**src/hdl/weak_learner_stump_search_assert.svh**
```systemverilog
// Assertion macros for the stump search datapath.
// Each macro expects i_clk and i_rst_n in the scope where it is used.
`ifndef WEAK_LEARNER_STUMP_SEARCH_ASSERT_SVH
`define WEAK_LEARNER_STUMP_SEARCH_ASSERT_SVH

// Same-cycle implication, written by the caller.
`define WLS_CHECK(lbl, prop, msg) \
    lbl: assert property (@(posedge i_clk) disable iff (!i_rst_n) prop) else $error(msg);

// Condition in one cycle, consequence in the next.
`define WLS_CHECK_NEXT(lbl, ante, cons, msg) \
    lbl: assert property (@(posedge i_clk) disable iff (!i_rst_n) ante |=> cons) \
        else $error(msg);

`endif

```
**src/hdl/wls_pkg.sv**
```systemverilog
package wls_pkg;

    localparam int WEIGHT_BITS = 32;
    localparam int ACC_W       = WEIGHT_BITS + 2;
    localparam int ERR_W       = WEIGHT_BITS + 1;
    localparam int SUM_W       = ACC_W + 1;
    localparam int CALC_W      = ACC_W + 3;
    localparam int MAX_LABELS  = 16;
    localparam int LBL_W       = 4;
    localparam int IDX_W       = 16;
    localparam int FEAT_W      = 20;
    localparam int CNT_W       = 5;
    localparam int OP_W        = 2;

    localparam logic [ERR_W-1:0] ONE_VAL = {1'b1, {WEIGHT_BITS{1'b0}}};
    localparam logic [CNT_W-1:0] LBL_CNT_RST = CNT_W'(2);

    // Operation codes of an input item
    localparam logic [OP_W-1:0] OP_LOAD   = 2'd0;
    localparam logic [OP_W-1:0] OP_MEMBER = 2'd1;
    localparam logic [OP_W-1:0] OP_EMIT   = 2'd2;

    typedef enum logic [1:0] {
        ST_IDLE,
        ST_ACCUM,
        ST_SCAN,
        ST_DRAIN
    } t_state;

    // Commands from the controller to the datapath
    typedef struct packed {
        logic load;
        logic member;
        logic accum;
        logic scan;
        logic drain;
        logic emit;
    } t_dp_cmd;

    // Status from the datapath to the controller
    typedef struct packed {
        logic last;
        logic scan_empty;
        logic scan_last;
    } t_dp_sts;

    // Add a weight to an accumulator, saturating at all ones
    function automatic logic [ACC_W-1:0] sat_add(input logic [ACC_W-1:0] a,
                                                 input logic [WEIGHT_BITS-1:0] b);
        logic [SUM_W-1:0] s;
        s = {1'b0, a} + SUM_W'(b);
        return s[ACC_W] ? {ACC_W{1'b1}} : s[ACC_W-1:0];
    endfunction

    // Rule error ft + lt - 2*fls, clamped to [0, 1.0]
    function automatic logic [ERR_W-1:0] err_calc(input logic [ACC_W-1:0] ft,
                                                  input logic [ACC_W-1:0] lt,
                                                  input logic [ACC_W-1:0] fls);
        logic signed [CALC_W-1:0] e;
        e = $signed(CALC_W'(ft)) + $signed(CALC_W'(lt)) - $signed(CALC_W'({fls, 1'b0}));
        if (e < 0) begin
            return '0;
        end else if (e > $signed(CALC_W'(ONE_VAL))) begin
            return ONE_VAL;
        end else begin
            return e[ERR_W-1:0];
        end
    endfunction

endpackage

```
**src/hdl/wls_ctrl.sv**
```systemverilog
module wls_ctrl (
    input  logic                      i_clk,
    input  logic                      i_rst_n,
    input  logic                      start,
    input  logic [wls_pkg::OP_W-1:0]  i_op,
    input  wls_pkg::t_dp_sts          i_sts,
    output wls_pkg::t_dp_cmd          o_cmd,
    output logic                      busy
);
    import wls_pkg::*;

    t_state r_state;
    t_state n_state;

    // State register
    always_ff @(posedge i_clk) begin
        if (!i_rst_n) begin
            r_state <= ST_IDLE;
        end else begin
            r_state <= n_state;
        end
    end

    // Next state and datapath commands
    always_comb begin
        n_state = r_state;
        o_cmd   = '0;
        unique case (r_state)
            ST_IDLE: begin
                if (start) begin
                    unique case (i_op)
                        OP_LOAD: begin
                            o_cmd.load = 1'b1;
                        end
                        OP_MEMBER: begin
                            o_cmd.member = 1'b1;
                            n_state      = ST_ACCUM;
                        end
                        OP_EMIT: begin
                            o_cmd.emit = 1'b1;
                        end
                        default: begin
                        end
                    endcase
                end
            end
            ST_ACCUM: begin
                o_cmd.accum = 1'b1;
                if (i_sts.last) begin
                    n_state = i_sts.scan_empty ? ST_DRAIN : ST_SCAN;
                end else begin
                    n_state = ST_IDLE;
                end
            end
            ST_SCAN: begin
                o_cmd.scan = 1'b1;
                if (i_sts.scan_last) begin
                    n_state = ST_DRAIN;
                end
            end
            ST_DRAIN: begin
                o_cmd.drain = 1'b1;
                n_state     = ST_IDLE;
            end
            default: begin
                n_state = ST_IDLE;
            end
        endcase
    end

    assign busy = (r_state != ST_IDLE);

endmodule

```
**config.mk**
```make
export PLATFORM = sky130hd
export DESIGN_NAME = wls_ctrl
export DESIGN_NICKNAME = d
export VERILOG_FILES = /design/src/hdl/weak_learner_stump_search_assert.svh /design/src/hdl/wls_pkg.sv /design/src/hdl/wls_ctrl.sv
export SDC_FILE = /design/constraint.sdc
export NUM_CORES = 1
export LEC_CHECK = 0
export BUFFER_PORTS_ARGS = -buffer_cell sky130_fd_sc_hd__buf_2
export CORE_AREA = 2 2 39 41
export DETAILED_ROUTE_END_ITERATION = 7
export DIE_AREA = 0 0 41 43
export SLEW_MARGIN = 40
export SYNTH_ARGS = -nofsm -noshare
export SYNTH_HDL_FRONTEND = slang
export SYNTH_SLANG_ARGS = --single-unit
```
**constraint.sdc**
```tcl
create_clock -name i_clk -period 1.85 [get_ports i_clk]
set_input_delay 0.2775 -clock i_clk [delete_from_list [all_inputs] [get_ports i_clk]]
set_output_delay 0.2775 -clock i_clk [all_outputs]
set_load 0.005 [all_outputs]
```
### Word level (Yosys, flattened, before mapping)

Index checks and enable logic that the tools add are counted.

| storage, ports and cells | value |
|---|---|
| flip-flop bits (word level) | 2 |
| latch bits | 0 |
| bits in writable memories | 0 |
| memory bits (read-only) | 0 |
| input port bits | 8 |
| output and inout port bits | 7 |
| word-level logic and storage cells | 29 |
| memories | 0 |

| cells by class | value |
|---|---|
| $add $sub $neg | 0 |
| multiply operators | 0 |
| divide/modulo/power cells | 0 |
| magnitude comparators | 0 |
| eq/ne operators | 8 |
| shift operators | 0 |
| multiplexer cells | 16 |
| bitwise logic cells | 0 |
| reductions and logical operators | 4 |

Operators with widths:

| cell | number |
|---|---|
| $mux 2 | 6 |
| $mux 1 | 9 |
| $pmux 2 s4 | 1 |
| $eq 2x2->1 const B | 3 |
| $eq 2x1->1 const B | 2 |
| $logic_not 2->1 | 2 |
| $ne 2x2->1 const B | 2 |
| $reduce_and 3->1 | 1 |
| $ne 2x1->1 const B | 1 |
| $reduce_bool 2->1 | 1 |

### Depth between registers and ports, before layout

Gate-level depths: netlist (run 1).

| logic depth | value |
|---|---|
| word-level depth | 4 |
| mapped depth | 2 |
| mapped depth without buffers | 2 |

### Worst setup path before layout (run 1)

OpenSTA, ideal clock, no wires.

| path | value |
|---|---|
| path type | reg-to-output |
| start point | reg with a tool-made name |
| end point | out o_cmd[0] in the netlist's numbering |
| data arrival time | 0.795 ns |
| required time | 1.572 ns |
| path slack | 0.777 ns |
| cell stages (with the launch flop) | 3 |
| path buffers | 0 |
| path through | dfxtp_1 -> or2_4 -> nor3_1 |

RTL lines:

| what | RTL line | text |
|---|---|---|
| to (decl) | wls_ctrl.sv:7 | `output wls_pkg::t_dp_cmd o_cmd,` |

==> results of run 1 <==
[power by group through the flow]
stage / Clock, uW / Sequential, uW / Combinational (uW)
after floorplan: 0 / 49.4 / 19.0
after global placement: 0 / 50.2 / 37.0
after detailed placement: 0 / 50.4 / 37.1
after CTS: 103 / 49.9 / 37.6
after global routing: 107 / 50.2 / 41.0
final: 97.2 / 50.0 / 37.2
[metal layers]
layer  wire length, um  part of all wire
met1               203              0.47
met2               173              0.40
met3                51              0.12
met4                 0                 0
met5                 0                 0
[critical path: stages (launching register included)]
cell and delay [ns]:
sky130_fd_sc_hd__dfxtp_1 0.35, sky130_fd_sc_hd__or2_4 0.28, sky130_fd_sc_hd__nor3_1 0.15, sky130_fd_sc_hd__buf_2 0.14
[through the flow]
| stage | hold slack (ns) | utilization | power (uW) | instances |
|---|---|---|---|---|
| 4_1_cts | 0.2891 | 0.1944 | 190.4 | 52 |
| 6_report | 0.2897 | 0.1944 | 184.5 | 52 |
| 3_5_place_dp | 0.5177 | 0.1781 | 87.57 | 49 |
| 2_1_floorplan | 0.3950 | - | 68.38 | 19 |
| 3_3_place_gp | 0.5165 | 0.1781 | 87.24 | 49 |
| 5_1_grt | 0.3029 | 0.1944 | 198.6 | 52 |
[path summary, 6_finish.rpt]
path / from / end / slack [ns] / cells after the start
hold reg to reg: r_state[0] / r_state[0] / 0.58 / 1
setup reg to reg: r_state[0] / flip-flop / 0.91 / 2
hold / removal: i_rst_n / flip-flop / 0.29 / 2
setup / recovery: flip-flop / o_cmd[4] / 0.43 / 3
[cells in the mapped netlist]
master and instances:
sky130_fd_sc_hd__nor3_1 3, sky130_fd_sc_hd__a221oi_1 1, sky130_fd_sc_hd__and2_2 1, sky130_fd_sc_hd__or2_4 1
sky130_fd_sc_hd__dfxtp_1 2, sky130_fd_sc_hd__inv_1 2, sky130_fd_sc_hd__nand2_1 1, sky130_fd_sc_hd__and3b_2 1
sky130_fd_sc_hd__o21a_1 1, sky130_fd_sc_hd__nand4bb_1 1, sky130_fd_sc_hd__a21oi_1 1, sky130_fd_sc_hd__and2b_2 2
sky130_fd_sc_hd__nand2b_1 1, sky130_fd_sc_hd__nand3b_1 1
[final cells by class]
type	instances	area, sq um	share of cell area
multi-input combinational	15	108.9	0.4046
timing repair buffer	14	70.07	0.2605
sequential	2	40.04	0.1488
clock buffer	3	22.52	0.08372
tap	16	20.02	0.07442
inverter	2	7.507	0.02791
[kinds of logic after synthesis]
| kind of cell | count (synthesis) |
|---|---|
| AND/OR/NAND/NOR | 12 |
| flip-flops | 2 |
| buffers and inverters | 2 |
| AO/OA/AOI/OAI | 3 |
==> flow_metrics.py, run 1 <==
metrics = {
    "setup_path": {
        "cp-end-kind": "primary output",
        "worst_ep_arrival_time_ns": 1.14,
        "cp-start-kind": "flip-flop",
        "critical_path_peak_fanout": 8,
        "cp_data_required_time_ns": 1.57,
        "worstSetupPathType": "flip-flop to primary output",
    },
    "cts": {
        "cts-root-buf": "sky130_fd_sc_hd__clkbuf_4",
        "hold_buffers": 0,
        "cts_buffers": 3,
        "cts-htree-levels": 1,
        "post-cts-setup-buffer-count": 0,
        "path_clk_slew_ns": 0.03,
        "clock_tree_from_tritoncts": "built",
        "ctsResizeCount": 0,
        "clk_latency_ns": 0.22,
        "cts.path.max_buffers": 2,
        "cts.sink_count": 2,
    },
    "floorplan": {
        "core_sq_um": 1384,
        "initial_core_util": 0.1130,
        "i_o_pin_count": 15,
        "floorplan.die_area_sq_um": 1763,
        "die_height_um": 43,
        "floorplan.rows": 14,
        "die_width_um": 41,
    },
    "routing": {
        "wl_um": 428,
        "remaining_drcs": 0,
        "initialDrtViolationCount": 6,
        "detailedRoute.firstPassIterationCount": 2,
        "viasPerCell": 3.731,
        "antenna_left": 0,
        "post_drt_wl_per_cell_um": 8.231,
        "via_count": 194,
    },
    "finish": {
        "drive_gt1_frac": 0.6111,
        "mostFrequentLayoutCells": "sky130_fd_sc_hd__buf_2 (14), sky130_fd_sc_hd__nor3_1 (3), sky130_fd_sc_hd__clkbuf_4 (3)",
        "finalInstanceArea_sq_um": 269.0,
        "nets": 46,
        "antenna-diode-count": 0,
        "fillCellCount": 160,
        "layout.cells.most_common": "sky130_fd_sc_hd__buf_2",
        "layout-area-overhead-vs-synth_pct": 72.00,
    },
    "power_and_ir_drop": {
        "p_seq_frac": 0.271,
        "static-leakage-power_uw": 0.0001480,
        "net-switching-power_uw": 44.71,
        "worst_ir_drop_vdd_mv": 0.1255,
        "sw_frac_of_total": 0.2424,
        "power_per_cell_area_nw_per_um2": 685.7,
        "internal_dissipation_uw": 139.7,
        "power_frac_comb": 0.202,
        "proportion_of_power_drawn_by_the_clock_network": 0.527,
    },
    "global_routing": {
        "grt_start_max_net_pins": 9,
        "grt.met1_usage": 0.06051,
        "groute.layer.met2.usage": 0.06875,
        "grt_pass1_vias": 170,
        "grt_use_met3": 0.01571,
        "grt-ovfl-total": 0,
        "grt.total_usage": 0.05305,
        "grt_most_used_layer": "met2",
        "antenna_found_initial": 0,
        "wire_length_of_the_first_global_routing_pass_um": 593,
    },
    "placement": {
        "detailed_place.area_sq_um": 246.5,
        "dp_worst_slack_ns": 0.6741,
        "dp_hpwl_um": 334.3,
        "number_of_buffers_added_on_ports": 14,
        "finalWeightedCongestion": 0.6184,
    },
    "timing": {
        "clock.fmax_ghz": 0.7055,
        "worstMarginPinSlew_ns": 0.2303,
        "layout_worst_path_cycle_share": 0.7662,
        "setup_tns_ns": 0,
        "max-slew-margin-rel": 0.8465,
        "rsz0062_at_grt": "no",
        "slew_viol_final": 0,
        "setup_ws_ns": 0.4326,
        "period_minus_slack_ns": 1.417,
        "worst_clock_skew_ns": 0.001472,
        "hold_viol": 0,
        "final-setup-viol-count": 0,
    },
    "logic_synthesis": {
        "synthAdderAreaFrac": 0,
        "synth_xor_area_frac": 0,
        "largest_cells_by_area_after_synthesis": "sky130_fd_sc_hd__dfxtp_1 (26%), sky130_fd_sc_hd__and2b_2 (11%), sky130_fd_sc_hd__nor3_1 (9.6%), sky130_fd_sc_hd__nand4bb_1 (7.2%), sky130_fd_sc_hd__and3b_2 (6.4%)",
        "synth_top_area_cell": "sky130_fd_sc_hd__dfxtp_1",
        "proportion_of_synthesized_area_in_mux_cells": 0,
        "syn_inst": 19,
        "syn_avg_cell_area_sq_um": 8.232,
        "synth_simple_gate_area_frac": 0.5600,
        "cell_area_after_technology_mapping_sq_um": 156.4,
        "share_of_yosys_cell_area_claimed_by_the_top_area_cell_type": 0.2560,
        "ys_ff_latch": 2,
        "synthesis.yosys.warnings": 0,
        "synthesis.nets": 27,
        "synth_compound_gate_area_share": 0.1360,
        "combinational_family_with_the_most_area_after_synthesis": "simple AND/OR/NAND/NOR gates",
        "netlist-cell-type-count": 14,
        "synth-seq-area-share": 0.2560,
    },
    "flow_run": {
        "max_cap_violations": 0,
    },
    "min_path": {
        "min-delay-path-class": "input port to flip-flop",
    },
    "run_status": {
        "status": "complete, no violations",
    },
}
Note: power is estimated with default switching activity, not from simulation.
==> inputs of run 2 (changes only) <==
- clock period: 1.85 -> 1.2 ns (I/O delays scaled with it)
==> flow_metrics.py, run 2 (synthesis results as in run 1) <==
metrics = {
    "setup_path": {
        "cp-end-kind": "primary output",
        "worstSetupPathType": "flip-flop to primary output",
        "cp_data_required_time_ns": 1.02,
        "slowest_cell_delay_on_critical_path_ns": 0.32,
        "critPathTopFamily": "simple AND/OR/NAND/NOR gates",
        "path_cells": "or2_4 > nor3_2 > buf_2",
        "worstPathBufferInverterCount": 1,
        "critical_path_peak_fanout": 4,
        "timing.critical_path.slowest_stage_cell": "sky130_fd_sc_hd__dfxtp_2",
        "worst_ep_arrival_time_ns": 1.11,
        "cp-start-kind": "flip-flop",
    },
    "finish": {
        "finalInstanceArea_sq_um": 325.3,
        "multiInputGateArea_sq_um": 123.9,
        "final_core_utilization": 0.2351,
        "drive_gt1_frac": 0.7692,
        "register_area_sq_um": 42.54,
        "layout-area-overhead-vs-synth_pct": 108.0,
        "layout.cells.most_common": "sky130_fd_sc_hd__buf_2",
        "nets": 49,
        "antenna-diode-count": 0,
        "fillCellCount": 152,
        "mostFrequentLayoutCells": "sky130_fd_sc_hd__buf_2 (12), sky130_fd_sc_hd__nor3_2 (3), sky130_fd_sc_hd__clkbuf_4 (3), sky130_fd_sc_hd__buf_6 (3)",
    },
    "min_path": {
        "min-delay-path-class": "input port to flip-flop",
    },
    "placement": {
        "dp_hpwl_um": 339.7,
        "number_of_buffers_added_on_ports": 14,
        "detailed_place.area_sq_um": 254.0,
        "finalWeightedCongestion": 0.5853,
        "dp_worst_slack_ns": 0.1165,
    },
    "power_and_ir_drop": {
        "design_power_total_uw": 303.1,
        "power_per_cell_area_nw_per_um2": 931.6,
        "static-leakage-power_uw": 0.0001710,
        "worst_ir_drop_vdd_mv": 0.2149,
    },
    "flow_run": {
        "max_cap_violations": 0,
    },
    "floorplan": {
        "core_sq_um": 1384,
        "die_height_um": 43,
        "floorplan.die_area_sq_um": 1763,
        "floorplan.rows": 14,
        "i_o_pin_count": 15,
        "initial_core_util": 0.1130,
        "die_width_um": 41,
    },
    "routing": {
        "initialDrtViolationCount": 0,
        "remaining_drcs": 0,
        "detailedRoute.firstPassIterationCount": 1,
        "wl_um": 480,
        "post_drt_wl_per_cell_um": 8.727,
        "viasPerCell": 3.818,
        "via_count": 210,
        "antenna_left": 0,
    },
    "cts": {
        "cts-root-buf": "sky130_fd_sc_hd__clkbuf_4",
        "cts.sink_count": 2,
        "hold_buffers": 0,
        "clock_tree_from_tritoncts": "built",
        "path_clk_slew_ns": 0.03,
        "cts_buffers": 3,
        "cts.path.max_buffers": 2,
        "clk_latency_ns": 0.23,
        "cts-htree-levels": 1,
    },
    "timing": {
        "final-setup-viol-count": 6,
        "hold_viol": 0,
        "worstMarginPinSlew_ns": 0.2226,
        "setup_ws_ns": -0.08740,
        "period_minus_slack_ns": 1.287,
        "clock.fmax_ghz": 0.7768,
        "layout_worst_path_cycle_share": 1.073,
        "max-slew-margin-rel": 0.8516,
        "rsz0062_at_grt": "yes",
        "worst_hold_slack_ns": 0.1821,
        "slew_viol_final": 0,
        "worst_clock_skew_ns": 0.005944,
    },
    "global_routing": {
        "antenna_found_initial": 0,
        "grt_start_max_net_pins": 8,
        "grt-ovfl-total": 0,
        "wire_length_of_the_first_global_routing_pass_um": 731,
        "grt.total_usage": 0.06212,
        "grt_pass1_vias": 207,
    },
    "run_status": {
        "status": "finished with violations",
        "violations_in_the_final_reports": "negative setup slack",
    },
}
[run 2: changes by cell type in the layout (fill, tap and decap cells not counted), sizes merged]
cell / delta
buf: +3
[run 2: through the flow]
step                TNS [ns]  std cells
floorplan                  0         19
global placement           0         50
detailed placement         0         50
CTS                  -0.1831         53
global route         -0.6217         55
finish               -0.3303         55
[run 2: area by class of cell]
class                   count  share of cell area
clock buffers               3             0.06923
inverters                   2             0.02308
multi-input cells          15              0.3808
flip-flops and latches      2              0.1308
well taps                  16             0.06154
repair buffers             17              0.3346
[run 2: power breakdown]
group	leakage [uW]	internal, uW	switching (uW)	total (uW)
combinational	0.000140	45.7	30.8	76.5
clock	0.0000138	111	39.4	150
sequential	0.0000172	72.0	4.68	76.7
[run 2: what timing repair did]
| item | CTS | global route |
|---|---|---|
| gates resized for setup | 5 | 3 |
| endpoints found under the setup margin | 4 | 5 |
| setup buffers | 0 | 2 |
| cloned | 0 | 0 |
| pin swaps | 2 | 1 |
[run 2: final timing paths]
check | startpoint | to | slack [ns] | cells past startpoint
setup / recovery | flip-flop | o_cmd[0] | -0.09 | 3
hold / removal | i_rst_n | flip-flop | 0.18 | 2
setup reg to reg | flip-flop | flip-flop | 0.04 | 5
hold reg to reg | r_state[0] | r_state[0] | 0.49 | 1
[run 2: metal layers]
metal,wire (um),GRT usage,part of all wire
met5,0,0,0
met4,0,0.06000,0
met3,63,0.01571,0.13
met2,173,0.07813,0.36
met1,242,0.07987,0.50
==> inputs of run 3 (changes only) <==
==> constraint.sdc (replaced) <==
create_clock -name i_clk -period 1.2 [get_ports i_clk]
set_input_delay 0.18 -clock i_clk [delete_from_list [all_inputs] [get_ports i_clk]]
set_output_delay 0.18 -clock i_clk [all_outputs]
set_load 0.1 [all_outputs]
==> flow_metrics.py, run 3 (synthesis results as in run 1) <==
metrics = {
    "finish": {
        "drive_gt1_frac": 0.7857,
        "layout-area-overhead-vs-synth_pct": 200.0,
        "register_area_sq_um": 41.29,
        "final_core_utilization": 0.3391,
        "nets": 52,
        "mostFrequentLayoutCells": "sky130_fd_sc_hd__buf_2 (7), sky130_fd_sc_hd__buf_12 (7), sky130_fd_sc_hd__buf_4 (4)",
        "antenna-diode-count": 0,
        "multiInputGateArea_sq_um": 150.1,
        "finalInstanceArea_sq_um": 469.2,
        "fillCellCount": 141,
    },
    "placement": {
        "dp_hpwl_um": 425.3,
        "detailed_place.area_sq_um": 407.9,
        "number_of_buffers_added_on_ports": 14,
        "finalWeightedCongestion": 0.6906,
    },
    "power_and_ir_drop": {
        "design_power_total_uw": 465.7,
        "worst_ir_drop_vdd_mv": 0.3984,
        "sw_frac_of_total": 0.4050,
        "proportion_of_power_drawn_by_the_clock_network": 0.330,
        "static-leakage-power_uw": 0.0002112,
        "internal_dissipation_uw": 277.1,
        "p_seq_frac": 0.158,
        "power_frac_comb": 0.512,
        "power_per_cell_area_nw_per_um2": 992.5,
        "net-switching-power_uw": 188.6,
    },
    "run_status": {
        "violations_in_the_final_reports": "negative setup slack",
        "status": "finished with violations",
    },
    "routing": {
        "antenna_left": 0,
        "wl_um": 581,
        "post_drt_wl_per_cell_um": 10.02,
        "initialDrtViolationCount": 1,
        "via_count": 221,
        "viasPerCell": 3.810,
        "remaining_drcs": 0,
        "detailedRoute.firstPassIterationCount": 3,
    },
    "setup_path": {
        "cp-start-kind": "flip-flop",
        "worst_ep_arrival_time_ns": 1.22,
        "cp-end-kind": "primary output",
        "critical_path_peak_fanout": 4,
        "worstSetupPathType": "flip-flop to primary output",
        "cp_data_required_time_ns": 1.02,
    },
    "cts": {
        "path_clk_slew_ns": 0.03,
        "cts.sink_count": 2,
        "clk_latency_ns": 0.23,
        "clock_tree_from_tritoncts": "built",
        "cts.path.max_buffers": 2,
        "hold_buffers": 0,
        "cts-root-buf": "sky130_fd_sc_hd__clkbuf_4",
        "cts-htree-levels": 1,
        "cts_buffers": 3,
    },
    "floorplan": {
        "initial_core_util": 0.1130,
        "die_width_um": 41,
        "core_sq_um": 1384,
        "i_o_pin_count": 15,
        "floorplan.die_area_sq_um": 1763,
        "floorplan.rows": 14,
        "die_height_um": 43,
    },
    "timing": {
        "setup_ws_ns": -0.2048,
        "worstMarginPinSlew_ns": 0.2346,
        "worst_hold_slack_ns": 0.1915,
        "final-setup-viol-count": 7,
        "rsz0062_at_grt": "yes",
        "max-slew-margin-rel": 0.8436,
        "clock.fmax_ghz": 0.7119,
        "layout_worst_path_cycle_share": 1.171,
        "slew_viol_final": 0,
        "setup_tns_ns": -0.9209,
        "worst_clock_skew_ns": 0.004201,
        "period_minus_slack_ns": 1.405,
        "hold_viol": 0,
    },
    "global_routing": {
        "grt.total_usage": 0.08826,
        "grt_pass1_vias": 252,
        "grt-ovfl-total": 0,
        "antenna_found_initial": 0,
        "grt_start_max_net_pins": 7,
        "wire_length_of_the_first_global_routing_pass_um": 1021,
    },
    "min_path": {
        "min-delay-path-class": "input port to flip-flop",
    },
    "flow_run": {
        "max_cap_violations": 0,
    },
}
-- run 3: changes by cell type in the layout (fill, tap and decap cells not counted), moves of 2 or more --
cell | before | now
sky130_fd_sc_hd__nor3_4 | 0 | 3
sky130_fd_sc_hd__buf_2 | 12 | 7
sky130_fd_sc_hd__buf_4 | 2 | 4
sky130_fd_sc_hd__nor3_2 | 3 | 0
sky130_fd_sc_hd__buf_12 | 0 | 7
-- run 3: power groups by stage --
stage	clock (uW)	combinational (uW)	sequential, uW
after global routing	173	248	73.9
after floorplan	0	135	76.2
after global placement	0	225	73.8
after detailed placement	0	226	73.9
final	154	238	73.7
after CTS	166	237	73.6
-- run 3: repair_timing --
action,CTS,global route
setup endpoints to repair,7,8
buffers inserted,2,2
gates resized for setup,5,1
pin swaps,2,1
-- run 3: layout make-up --
type                       count  area share
inverter                       2     0.01600
timing repair buffer          20      0.4853
clock buffer                   3     0.04800
sequential                     2     0.08800
multi-input combinational     15      0.3200
tap                           16     0.04267
-- run 3: per-stage QoR --
step / instances / setup slack [ns]
detailed placement: 52 / 0.01345
floorplan: 19 / -0.5458
finish: 58 / -0.2048
CTS: 57 / -0.2221
global placement: 52 / 0.03506
global route: 58 / -0.2433
-- run 3: final timing paths --
kind,startpoint,to,slack [ns],cells after the start
worst min-delay path,i_rst_n,flip-flop,0.19,2
worst max-delay path,flip-flop,o_cmd[0],-0.20,3
worst min register to register,r_state[0],r_state[0],0.56,2
worst max register to register,flip-flop,r_state[0],0.01,5
-- run 3: per-layer routing --
layer	global-route usage	part of all wire
met4	0.06000	0
met1	0.09615	0.35
met5	0	0
met2	0.1250	0.57
met3	0.04712	0.083
-- run 3: critical path, cell delays in order, from the launching register on --
cell and delay, ns:
sky130_fd_sc_hd__dfxtp_2 0.31, sky130_fd_sc_hd__or2_4 0.29, sky130_fd_sc_hd__nor3_4 0.21, sky130_fd_sc_hd__buf_12 0.20
